[config.mk]
export PLATFORM = sky130hd
export DESIGN_NAME = slope_limiter_per_cell_unit_flat
export DESIGN_NICKNAME = d
export VERILOG_FILES = /design/src/slope_lim_pkg.sv /design/src/slope_lim_if.sv /design/src/slope_limiter_per_cell_unit.sv /design/src/flat_wrapper.sv
export SDC_FILE = /design/constraint.sdc
export NUM_CORES = 2
export LEC_CHECK = 0
export ABC_AREA = 1
export CAP_MARGIN = 20
export CELL_PAD_IN_SITES_DETAIL_PLACEMENT = 1
export CELL_PAD_IN_SITES_GLOBAL_PLACEMENT = 2
export CORE_AREA = 2 2 449 451
export CTS_CLUSTER_SIZE = 40
export DETAILED_ROUTE_END_ITERATION = 10
export DIE_AREA = 0 0 451 453
export DONT_BUFFER_PORTS = 1
export PLACE_DENSITY = 0.91
export REMOVE_ABC_BUFFERS = 1
export SLEW_MARGIN = 30
export SYNTH_ARGS = -nofsm -noshare
export SYNTH_HDL_FRONTEND = slang
export SYNTH_SLANG_ARGS = --single-unit
[constraint.sdc]
create_clock -name clk_i -period 9.1 [get_ports clk_i]
set_input_delay 0.91 -clock clk_i [delete_from_list [all_inputs] [get_ports clk_i]]
set_output_delay 0.91 -clock clk_i [all_outputs]
set_load 0.05 [all_outputs]
[src/slope_lim_pkg.sv]
`default_nettype none

package slope_lim_pkg;

  localparam int DATA_W            = 32;
  localparam int OMEGA_W           = 31;
  localparam int LIM_W             = 17;
  localparam int QUO_W             = 16;
  localparam int OP_W              = 2;
  localparam int DIMENSIONS_DEF    = 3;
  localparam int FRACTION_BITS_DEF = 16;
  localparam int MAX_DIMS          = 3;

  typedef logic signed [DATA_W-1:0] data_t;
  typedef logic [OMEGA_W-1:0]       omega_t;
  typedef logic [LIM_W-1:0]         lim_t;
  typedef logic [OP_W-1:0]          op_t;

  localparam lim_t LIM_ONE = lim_t'(1) << QUO_W;

  localparam op_t OP_START    = 2'd0;
  localparam op_t OP_NEIGHBOR = 2'd1;
  localparam op_t OP_FACE     = 2'd2;

  typedef enum logic [2:0] {
    ST_IDLE,
    ST_MUL,
    ST_SUM,
    ST_PREP,
    ST_CHECK,
    ST_DIV,
    ST_UPD,
    ST_EMIT
  } state_e;

endpackage

`default_nettype wire

[src/slope_lim_if.sv]
`default_nettype none

interface slope_lim_in_if;
  import slope_lim_pkg::*;
  logic  valid;
  logic  ready;
  op_t   operation;
  data_t sample_value;
  data_t grad_x;
  data_t grad_y;
  data_t grad_z;
  data_t r_x;
  data_t r_y;
  data_t r_z;
  logic  last_item;

  modport source (
    output valid, operation, sample_value, grad_x, grad_y, grad_z, r_x, r_y, r_z,
           last_item,
    input  ready
  );
  modport sink (
    input  valid, operation, sample_value, grad_x, grad_y, grad_z, r_x, r_y, r_z,
           last_item,
    output ready
  );
endinterface

interface slope_lim_out_if;
  import slope_lim_pkg::*;
  logic valid;
  logic ready;
  lim_t limiter_value;

  modport source (output valid, limiter_value, input ready);
  modport sink (input valid, limiter_value, output ready);
endinterface

interface slope_lim_cfg_if;
  import slope_lim_pkg::*;
  logic   valid;
  logic   ready;
  omega_t omega_bias;

  modport source (output valid, omega_bias, input ready);
  modport sink (input valid, omega_bias, output ready);
endinterface

`default_nettype wire

[src/slope_limiter_per_cell_unit.sv]
// Barth-Jespersen style slope limiter for one flow variable of one cell.
// Input channel: a start transfer (cell value and gradient), then one
// neighbour transfer per adjacent cell, then one face transfer per face with
// the centre-to-face vector; last_item marks the final face (or the start of
// a cell without faces). Output channel: one limiter value (Q1.16, 65536 is
// 1.0) per cell, sent after the last face. Config channel: omega_bias, always
// ready, to be written while the block is idle.
// Start and neighbour transfers are handled in the idle state. A face transfer
// runs through one shared 32x32 multiplier, a sum, set-up and check steps, a
// restoring divider at one quotient bit per cycle and a limiter update; after
// the last face a send step follows. A face whose limiter saturates at 1.0
// (zero magnitude, or a difference no smaller than the magnitude) skips the
// divider. The input is not ready while a face is in progress.
// Reset clears the cell state to zero, the running limiter to 1.0 and
// omega_bias to zero; no clearing pass is needed.
// The result sits in an output register, so further items are taken while it
// waits; if the receiver stalls and the next result is due, the block holds
// in its send step until the register frees.
`default_nettype none

module slope_limiter_per_cell_unit #(
  parameter int DIMENSIONS    = slope_lim_pkg::DIMENSIONS_DEF,
  parameter int FRACTION_BITS = slope_lim_pkg::FRACTION_BITS_DEF
) (
  input  wire logic              clk_i,
  input  wire logic              rst_ni,
  slope_lim_in_if.sink           in_i,
  slope_lim_out_if.source        out_o,
  slope_lim_cfg_if.sink          cfg_i
);
  import slope_lim_pkg::*;

  localparam int PROD_W = 2 * DATA_W;
  localparam int SUM_W  = PROD_W + $clog2(DIMENSIONS);
  localparam int MAG_W  = SUM_W - FRACTION_BITS;
  localparam int IDX_W  = $clog2(DIMENSIONS);
  localparam int CNT_W  = $clog2(QUO_W);
  localparam logic [IDX_W-1:0] IDX_LAST = IDX_W'(DIMENSIONS - 1);
  localparam logic [CNT_W-1:0] CNT_LAST = CNT_W'(QUO_W - 1);

  state_e state_q, state_d;

  logic [IDX_W-1:0] idx_q, idx_d;
  logic [CNT_W-1:0] cnt_q, cnt_d;

  data_t center_q, center_d;
  data_t max_q, max_d;
  data_t min_q, min_d;
  data_t grad_q [DIMENSIONS];
  data_t grad_d [DIMENSIONS];
  data_t rvec_q [DIMENSIONS];
  data_t rvec_d [DIMENSIONS];
  data_t grad_in [MAX_DIMS];
  data_t rvec_in [MAX_DIMS];

  logic                     last_q, last_d;
  logic signed [PROD_W-1:0] prod_q, prod_d;
  logic signed [SUM_W-1:0]  acc_q, acc_d;
  logic [MAG_W-1:0]         mag_q, mag_d;
  logic [DATA_W-1:0]        num_q, num_d;
  logic [MAG_W-1:0]         rem_q, rem_d;
  logic [QUO_W-1:0]         quo_q, quo_d;
  lim_t                     face_q, face_d;
  lim_t                     lim_q, lim_d;
  omega_t                   omega_q, omega_d;
  logic                     out_valid_q, out_valid_d;
  lim_t                     out_data_q, out_data_d;

  logic in_fire, out_free, saturate;

  // Face set-up and divider step
  logic signed [SUM_W-1:0]  d2;
  logic [SUM_W-1:0]         abs_d2;
  logic signed [DATA_W:0]   diff_v;
  logic [MAG_W:0]           rem2, rem_sub;
  logic                     rem_ge;

  assign in_i.ready      = (state_q == ST_IDLE);
  assign cfg_i.ready     = 1'b1;
  assign out_o.valid     = out_valid_q;
  assign out_o.limiter_value = out_data_q;

  assign in_fire  = in_i.valid && in_i.ready;
  assign out_free = !out_valid_q || out_o.ready;
  assign saturate = (mag_q == '0) || ({{(MAG_W - DATA_W){1'b0}}, num_q} >= mag_q);

  assign grad_in[0] = in_i.grad_x;
  assign grad_in[1] = in_i.grad_y;
  assign grad_in[2] = in_i.grad_z;
  assign rvec_in[0] = in_i.r_x;
  assign rvec_in[1] = in_i.r_y;
  assign rvec_in[2] = in_i.r_z;

  assign d2      = acc_q >>> FRACTION_BITS;
  assign abs_d2  = d2[SUM_W-1] ? SUM_W'(-d2) : SUM_W'(d2);
  assign diff_v  = d2[SUM_W-1] ? ({center_q[DATA_W-1], center_q} - {min_q[DATA_W-1], min_q})
                               : ({max_q[DATA_W-1], max_q} - {center_q[DATA_W-1], center_q});
  assign rem2    = {rem_q, 1'b0};
  assign rem_sub = rem2 - {1'b0, mag_q};
  assign rem_ge  = (rem2 >= {1'b0, mag_q});

  // Next state
  always_comb begin
    state_d = state_q;
    case (state_q)
      ST_IDLE: begin
        if (in_fire) begin
          case (in_i.operation)
            OP_START: begin
              if (in_i.last_item) state_d = ST_EMIT;
            end
            OP_FACE:  state_d = ST_MUL;
            default:  state_d = ST_IDLE;
          endcase
        end
      end
      ST_MUL: begin
        if (idx_q == IDX_LAST) state_d = ST_SUM;
      end
      ST_SUM:   state_d = ST_PREP;
      ST_PREP:  state_d = ST_CHECK;
      ST_CHECK: state_d = saturate ? ST_UPD : ST_DIV;
      ST_DIV: begin
        if (cnt_q == CNT_LAST) state_d = ST_UPD;
      end
      ST_UPD:   state_d = last_q ? ST_EMIT : ST_IDLE;
      ST_EMIT: begin
        if (out_free) state_d = ST_IDLE;
      end
      default:  state_d = ST_IDLE;
    endcase
  end

  // Datapath and outputs
  always_comb begin
    idx_d       = idx_q;
    cnt_d       = cnt_q;
    center_d    = center_q;
    max_d       = max_q;
    min_d       = min_q;
    grad_d      = grad_q;
    rvec_d      = rvec_q;
    last_d      = last_q;
    prod_d      = prod_q;
    acc_d       = acc_q;
    mag_d       = mag_q;
    num_d       = num_q;
    rem_d       = rem_q;
    quo_d       = quo_q;
    face_d      = face_q;
    lim_d       = lim_q;
    omega_d     = omega_q;
    out_valid_d = out_valid_q;
    out_data_d  = out_data_q;

    if (cfg_i.valid) omega_d = cfg_i.omega_bias;
    if (out_valid_q && out_o.ready) out_valid_d = 1'b0;

    case (state_q)
      ST_IDLE: begin
        if (in_fire) begin
          case (in_i.operation)
            OP_START: begin
              center_d = in_i.sample_value;
              max_d    = in_i.sample_value;
              min_d    = in_i.sample_value;
              lim_d    = LIM_ONE;
              for (int d = 0; d < DIMENSIONS; d++) grad_d[d] = grad_in[d];
            end
            OP_NEIGHBOR: begin
              if (in_i.sample_value > max_q) max_d = in_i.sample_value;
              if (in_i.sample_value < min_q) min_d = in_i.sample_value;
            end
            OP_FACE: begin
              for (int d = 0; d < DIMENSIONS; d++) rvec_d[d] = rvec_in[d];
              last_d = in_i.last_item;
              idx_d  = '0;
            end
            default: ;
          endcase
        end
      end
      ST_MUL: begin
        prod_d = grad_q[idx_q] * rvec_q[idx_q];
        if (idx_q == '0) acc_d = '0;
        else acc_d = acc_q + {{(SUM_W - PROD_W){prod_q[PROD_W-1]}}, prod_q};
        idx_d = idx_q + 1'b1;
      end
      ST_SUM: begin
        acc_d = acc_q + {{(SUM_W - PROD_W){prod_q[PROD_W-1]}}, prod_q};
      end
      ST_PREP: begin
        mag_d = abs_d2[MAG_W-1:0] + {{(MAG_W - OMEGA_W){1'b0}}, omega_q};
        num_d = diff_v[DATA_W] ? '0 : diff_v[DATA_W-1:0];
      end
      ST_CHECK: begin
        face_d = LIM_ONE;
        rem_d  = {{(MAG_W - DATA_W){1'b0}}, num_q};
        quo_d  = '0;
        cnt_d  = '0;
      end
      ST_DIV: begin
        rem_d = rem_ge ? rem_sub[MAG_W-1:0] : rem2[MAG_W-1:0];
        quo_d = {quo_q[QUO_W-2:0], rem_ge};
        cnt_d = cnt_q + 1'b1;
        if (cnt_q == CNT_LAST) face_d = {1'b0, quo_q[QUO_W-2:0], rem_ge};
      end
      ST_UPD: begin
        if (face_q < lim_q) lim_d = face_q;
      end
      ST_EMIT: begin
        if (out_free) begin
          out_valid_d = 1'b1;
          out_data_d  = lim_q;
        end
      end
      default: ;
    endcase
  end

  always_ff @(posedge clk_i or negedge rst_ni) begin
    if (!rst_ni) begin
      state_q     <= ST_IDLE;
      center_q    <= '0;
      max_q       <= '0;
      min_q       <= '0;
      grad_q      <= '{default: '0};
      lim_q       <= LIM_ONE;
      omega_q     <= '0;
      out_valid_q <= 1'b0;
    end else begin
      state_q     <= state_d;
      center_q    <= center_d;
      max_q       <= max_d;
      min_q       <= min_d;
      grad_q      <= grad_d;
      lim_q       <= lim_d;
      omega_q     <= omega_d;
      out_valid_q <= out_valid_d;
    end
  end

  always_ff @(posedge clk_i) begin
    idx_q      <= idx_d;
    cnt_q      <= cnt_d;
    rvec_q     <= rvec_d;
    last_q     <= last_d;
    prod_q     <= prod_d;
    acc_q      <= acc_d;
    mag_q      <= mag_d;
    num_q      <= num_d;
    rem_q      <= rem_d;
    quo_q      <= quo_d;
    face_q     <= face_d;
    out_data_q <= out_data_d;
  end

endmodule

`default_nettype wire
[src/flat_wrapper.sv]
// flat-port wrapper written by rule: the top's interface ports become plain ports
module slope_limiter_per_cell_unit_flat import slope_lim_pkg::*;
#(
  parameter int DIMENSIONS    = slope_lim_pkg::DIMENSIONS_DEF,
  parameter int FRACTION_BITS = slope_lim_pkg::FRACTION_BITS_DEF
)
  (clk_i, rst_ni, in_i_valid, in_i_operation, in_i_sample_value, in_i_grad_x, in_i_grad_y, in_i_grad_z, in_i_r_x, in_i_r_y, in_i_r_z, in_i_last_item, in_i_ready, out_o_valid, out_o_limiter_value, out_o_ready, cfg_i_valid, cfg_i_omega_bias, cfg_i_ready);
  slope_lim_in_if in_i_i ();
  slope_lim_out_if out_o_i ();
  slope_lim_cfg_if cfg_i_i ();
  input  wire logic clk_i;
  input  wire logic rst_ni;
  input wire logic [$bits(in_i_i.valid)-1:0] in_i_valid;
  input wire logic [$bits(in_i_i.operation)-1:0] in_i_operation;
  input wire logic [$bits(in_i_i.sample_value)-1:0] in_i_sample_value;
  input wire logic [$bits(in_i_i.grad_x)-1:0] in_i_grad_x;
  input wire logic [$bits(in_i_i.grad_y)-1:0] in_i_grad_y;
  input wire logic [$bits(in_i_i.grad_z)-1:0] in_i_grad_z;
  input wire logic [$bits(in_i_i.r_x)-1:0] in_i_r_x;
  input wire logic [$bits(in_i_i.r_y)-1:0] in_i_r_y;
  input wire logic [$bits(in_i_i.r_z)-1:0] in_i_r_z;
  input wire logic [$bits(in_i_i.last_item)-1:0] in_i_last_item;
  output wire logic [$bits(in_i_i.ready)-1:0] in_i_ready;
  output wire logic [$bits(out_o_i.valid)-1:0] out_o_valid;
  output wire logic [$bits(out_o_i.limiter_value)-1:0] out_o_limiter_value;
  input wire logic [$bits(out_o_i.ready)-1:0] out_o_ready;
  input wire logic [$bits(cfg_i_i.valid)-1:0] cfg_i_valid;
  input wire logic [$bits(cfg_i_i.omega_bias)-1:0] cfg_i_omega_bias;
  output wire logic [$bits(cfg_i_i.ready)-1:0] cfg_i_ready;
  assign in_i_i.valid = in_i_valid;
  assign in_i_i.operation = in_i_operation;
  assign in_i_i.sample_value = in_i_sample_value;
  assign in_i_i.grad_x = in_i_grad_x;
  assign in_i_i.grad_y = in_i_grad_y;
  assign in_i_i.grad_z = in_i_grad_z;
  assign in_i_i.r_x = in_i_r_x;
  assign in_i_i.r_y = in_i_r_y;
  assign in_i_i.r_z = in_i_r_z;
  assign in_i_i.last_item = in_i_last_item;
  assign in_i_ready = in_i_i.ready;
  assign out_o_valid = out_o_i.valid;
  assign out_o_limiter_value = out_o_i.limiter_value;
  assign out_o_i.ready = out_o_ready;
  assign cfg_i_i.valid = cfg_i_valid;
  assign cfg_i_i.omega_bias = cfg_i_omega_bias;
  assign cfg_i_ready = cfg_i_i.ready;
  slope_limiter_per_cell_unit #(.DIMENSIONS(DIMENSIONS), .FRACTION_BITS(FRACTION_BITS)) u_core (.clk_i(clk_i), .rst_ni(rst_ni), .in_i(in_i_i), .out_o(out_o_i), .cfg_i(cfg_i_i));
endmodule
==> impl_metrics.csv <==
group,metric,value,unit
outcome,outcome,"complete, but fails checks",
outcome,violated_checks,"hold timing",
synthesis,synth_top_cells_by_area,"fa_1 (27%), edfxtp_1 (15%), nand2_1 (10%)",
finish,n_fill_cell,24137,
routing,drc_errors,0,
cts,clkSlewWorstSetupHoldPaths,0.07,ns
flow_run,maxCapViolCount,0,
floorplan,design.portCount,283,
synthesis,yosys_cell_types,67,
sta,achievable_clock_frequency,0.113,GHz
placement,dp.final_hpwl,241000,um
finish,register_area,18500,um2
synthesis,ys_seq_area_share,22.7,%
setup_path,path_delay_family,"adder cells",
setup_path,critical_path.endpoint_type,"register",
global_route,grt_max_degree,244,
routing,dr_total_vias,68083,
cts,tritoncts,"yes",
routing,ant_nets,0,
finish,finalNonFillerCells,12777,
floorplan,initial_utilization,40.9,%
cts,cts_inserted_buffers,83,
synthesis,synth_most_common_cell,"nand2_1",
setup_path,worstPathArrival,9.33,ns
sta,slew_headroom,31.7,%
synthesis,asyncSetResetFlopFracSynth,37.1,%
setup_path,timing.reg2reg.worst_path_depth,29,
setup_path,worstReg2RegEnd,"u_core.prod_q[44]$_DFFE_PP_",
synthesis,ys_top_cells_by_count,"nand2_1 (2,255), inv_1 (2,214), fa_1 (1,087)",
synthesis,synthCells,10053,
sta,hold_viol,1,
cts,htree_num_levels,3,
setup_path,path_max_fanout,51,
global_route,grt_antenna_before_repair,49,
setup_path,setup.worst_path.start_class,"register",
placement,routabilityCongestion,0.951,
placement,dpl.cell_count,12572,
sta,timing.hold.ws,-0.00256,ns
synthesis,yosys_most_used_dff,"edfxtp_1",
synthesis,number_of_enable_type_register_cells_in_the_synthesized_netlist,414,
floorplan,die_w,451,um
setup_path,critical_path_class,"reg -> reg",
synthesis,synth-seq-cells,658,
global_route,via_count_of_the_first_global_routing_pass,76281,
sta,timing.final.crit_share,97.3,%
setup_path,rr_startpoint,"u_core.idx_q[0]$_SDFFCE_PN0P_",
finish,area_delta_synth_final,8.76,%
sta,slew_violations,0,
global_route,grt.overflow.total,0,
setup_path,worstPathBufferInverterCount,9,
cts,clk_latency,0.75,ns
routing,drt-initial-drc-count,4083,
synthesis,syn_area,81500,um2
min_path,timing.hold.worst.class,"in -> async",
routing,wire_per_inst,23.0,um
sta,final-setup-viol-count,0,
cts,clockBufferDepth,3,
synthesis,synthDominantCellAreaShare,26.7,%
synthesis,synthesis.area_per_instance,8.11,um2
global_route,grt_first_pass_wirelength,453000,um
floorplan,placementRows,164,
sta,tightest_slew,1.01,ns
floorplan,die_area,204000,um2
setup_path,cp_slowest_cell,"fa_1",
setup_path,slowest_delay,0.61,ns
finish,post_route_cells_drive_above_1_share,6.35,%
floorplan,fp.dieH,453,um
setup_path,cp.required,9.57,ns
setup_path,reg2reg_slack,0.25,ns
synthesis,synth_area_leader_cell,"fa_1",
setup_path,critical-path-top-cell-by-count,"fa_1",
floorplan,placeableCoreArea,199000,um2
cts,cts-root-buf,"clkbuf_16",
finish,multiInputGateArea,53700,um2
routing,drt_pre_antenna_iters,5,
synthesis,synth_warnings,0,
routing,postRouteWirelength,294000,um
cts,clock_sink_count,658,
finish,final_nets,11866,
placement,numPortBuffers,0,
sta,timing.clock.skew,0.0566,ns
routing,drt-vias-per-instance,5.33,
sta,minimum_clock_period_after_layout,8.85,ns
global_route,globalRouteTotalUtil,28.7,%
[layout make-up]
class,instances,share of cell area [%]
clock buffer,99,2.47
clock inverter,56,0.799
sequential,658,20.9
timing repair buffer,174,1.99
inverter,2224,9.42
multi-input combinational,6866,60.5
antenna,44,0.124
tap,2656,3.75
[timing repair]
item,in CTS,in global routing
resized for setup,3,22
setup endpoints to repair,8,19
endpoints found under the hold margin,243,0
setup buffers,0,2
hold buffers,2,0
[per-stage QoR]
stage               area, um2  utilization, %  setup WS, ns  hold slack, ns  setup TNS, ns
floorplan               80100               -        -0.933           0.425         -13.38
detailed placement      85400            42.9        -0.254           0.437         -0.768
finish                  88700            44.5         0.247        -0.00256              0
CTS                     88400            44.3        0.0965           0.190              0
global placement        85400            42.8        -0.292           0.433         -0.416
global route            88700            44.5       -0.0689          0.0205         -0.297
[registers in the layout (all words and copies together), names as in the netlist]
signal	count
u_core.state_q	3
u_core.out_o.valid	1
u_core.out_o.limiter_value	17
u_core.num_q	32
u_core.idx_q	2
u_core.last_q	1
u_core.omega_q	31
u_core.center_q	32
u_core.rvec_q	96
u_core.rem_q	50
u_core.grad_q	96
u_core.quo_q	15
u_core.cnt_q	4
u_core.max_q	32
u_core.acc_q	66
u_core.min_q	32
u_core.face_q	17
u_core.prod_q	64
u_core.lim_q	17
u_core.mag_q	50
[worst register-to-register path: cells and delay by family, from the launching register on]
kind	cells	cell delay (ns)
compound gates	4	0.75
xor+xnor	1	0.38
fa+ha+maj	9	4.56
buf+inv	9	1.51
flops	1	0.46
simple gates	6	0.94
[layer usage]
layer | track usage (%) | up-vias | share of wire, %
met1 | 34.4 | 34905 | 40
met2 | 52.2 | 1649 | 51
met4 | 12.7 | 6 | 4.9
li1 | - | 30934 | -
met3 | 2.72 | 589 | 3.6
met5 | 0 | - | 0.014
[placed cells by master, fill, tap and decap left out, types with 56 or more instances in the layout]
cell	netlist	final
a21oi_1	554	552
a31oi_1	67	67
buf_4	2	134
clkbuf_16	0	84
dfrtp_1	243	243
edfxtp_1	414	414
fa_1	1087	1087
ha_1	509	508
inv_1	2214	2208
mux2_2	127	127
nand2_1	2255	2251
nand3_1	310	310
nand4_1	60	60
nor2_1	808	803
nor3_1	57	56
o21ai_0	400	397
xnor2_1	90	90
xor2_1	110	109
[worst max-delay path by stage]
stage          slack [ns]                     startpoint  cells after the start                     endpoint
2_1_floorplan       -0.93  u_core.idx_q[0]$_SDFFCE_PN0P_                     30  u_core.prod_q[54]$_DFFE_PP_
4_1_cts               0.1  u_core.idx_q[1]$_SDFFCE_PN0P_                     29  u_core.prod_q[42]$_DFFE_PP_
3_5_place_dp        -0.25  u_core.idx_q[0]$_SDFFCE_PN0P_                     28  u_core.prod_q[44]$_DFFE_PP_
6_report             0.25  u_core.idx_q[0]$_SDFFCE_PN0P_                     29  u_core.prod_q[44]$_DFFE_PP_
5_1_grt             -0.07  u_core.idx_q[0]$_SDFFCE_PN0P_                     29  u_core.prod_q[62]$_DFFE_PP_
3_3_place_gp        -0.29  u_core.idx_q[0]$_SDFFCE_PN0P_                     28  u_core.prod_q[44]$_DFFE_PP_
[logic make-up (layout without fill, tap and decap cells)]
group           after synthesis  after routing  synth area share [%]
mux                         132            132                  1.82
flops                       658            658                  22.7
other cells                   1             45               0.00460
buf+inv                    2529           2553                  11.9
compound gates             1291           1291                  8.65
fa+ha+maj                  1596           1596                  34.5
simple gates               3646           3646                  18.2
xor+xnor                    200            200                  2.15
Power is left out: the tool's default activity adds up to more than one toggle a clock period on the data nets, which glitch-free logic cannot reach.
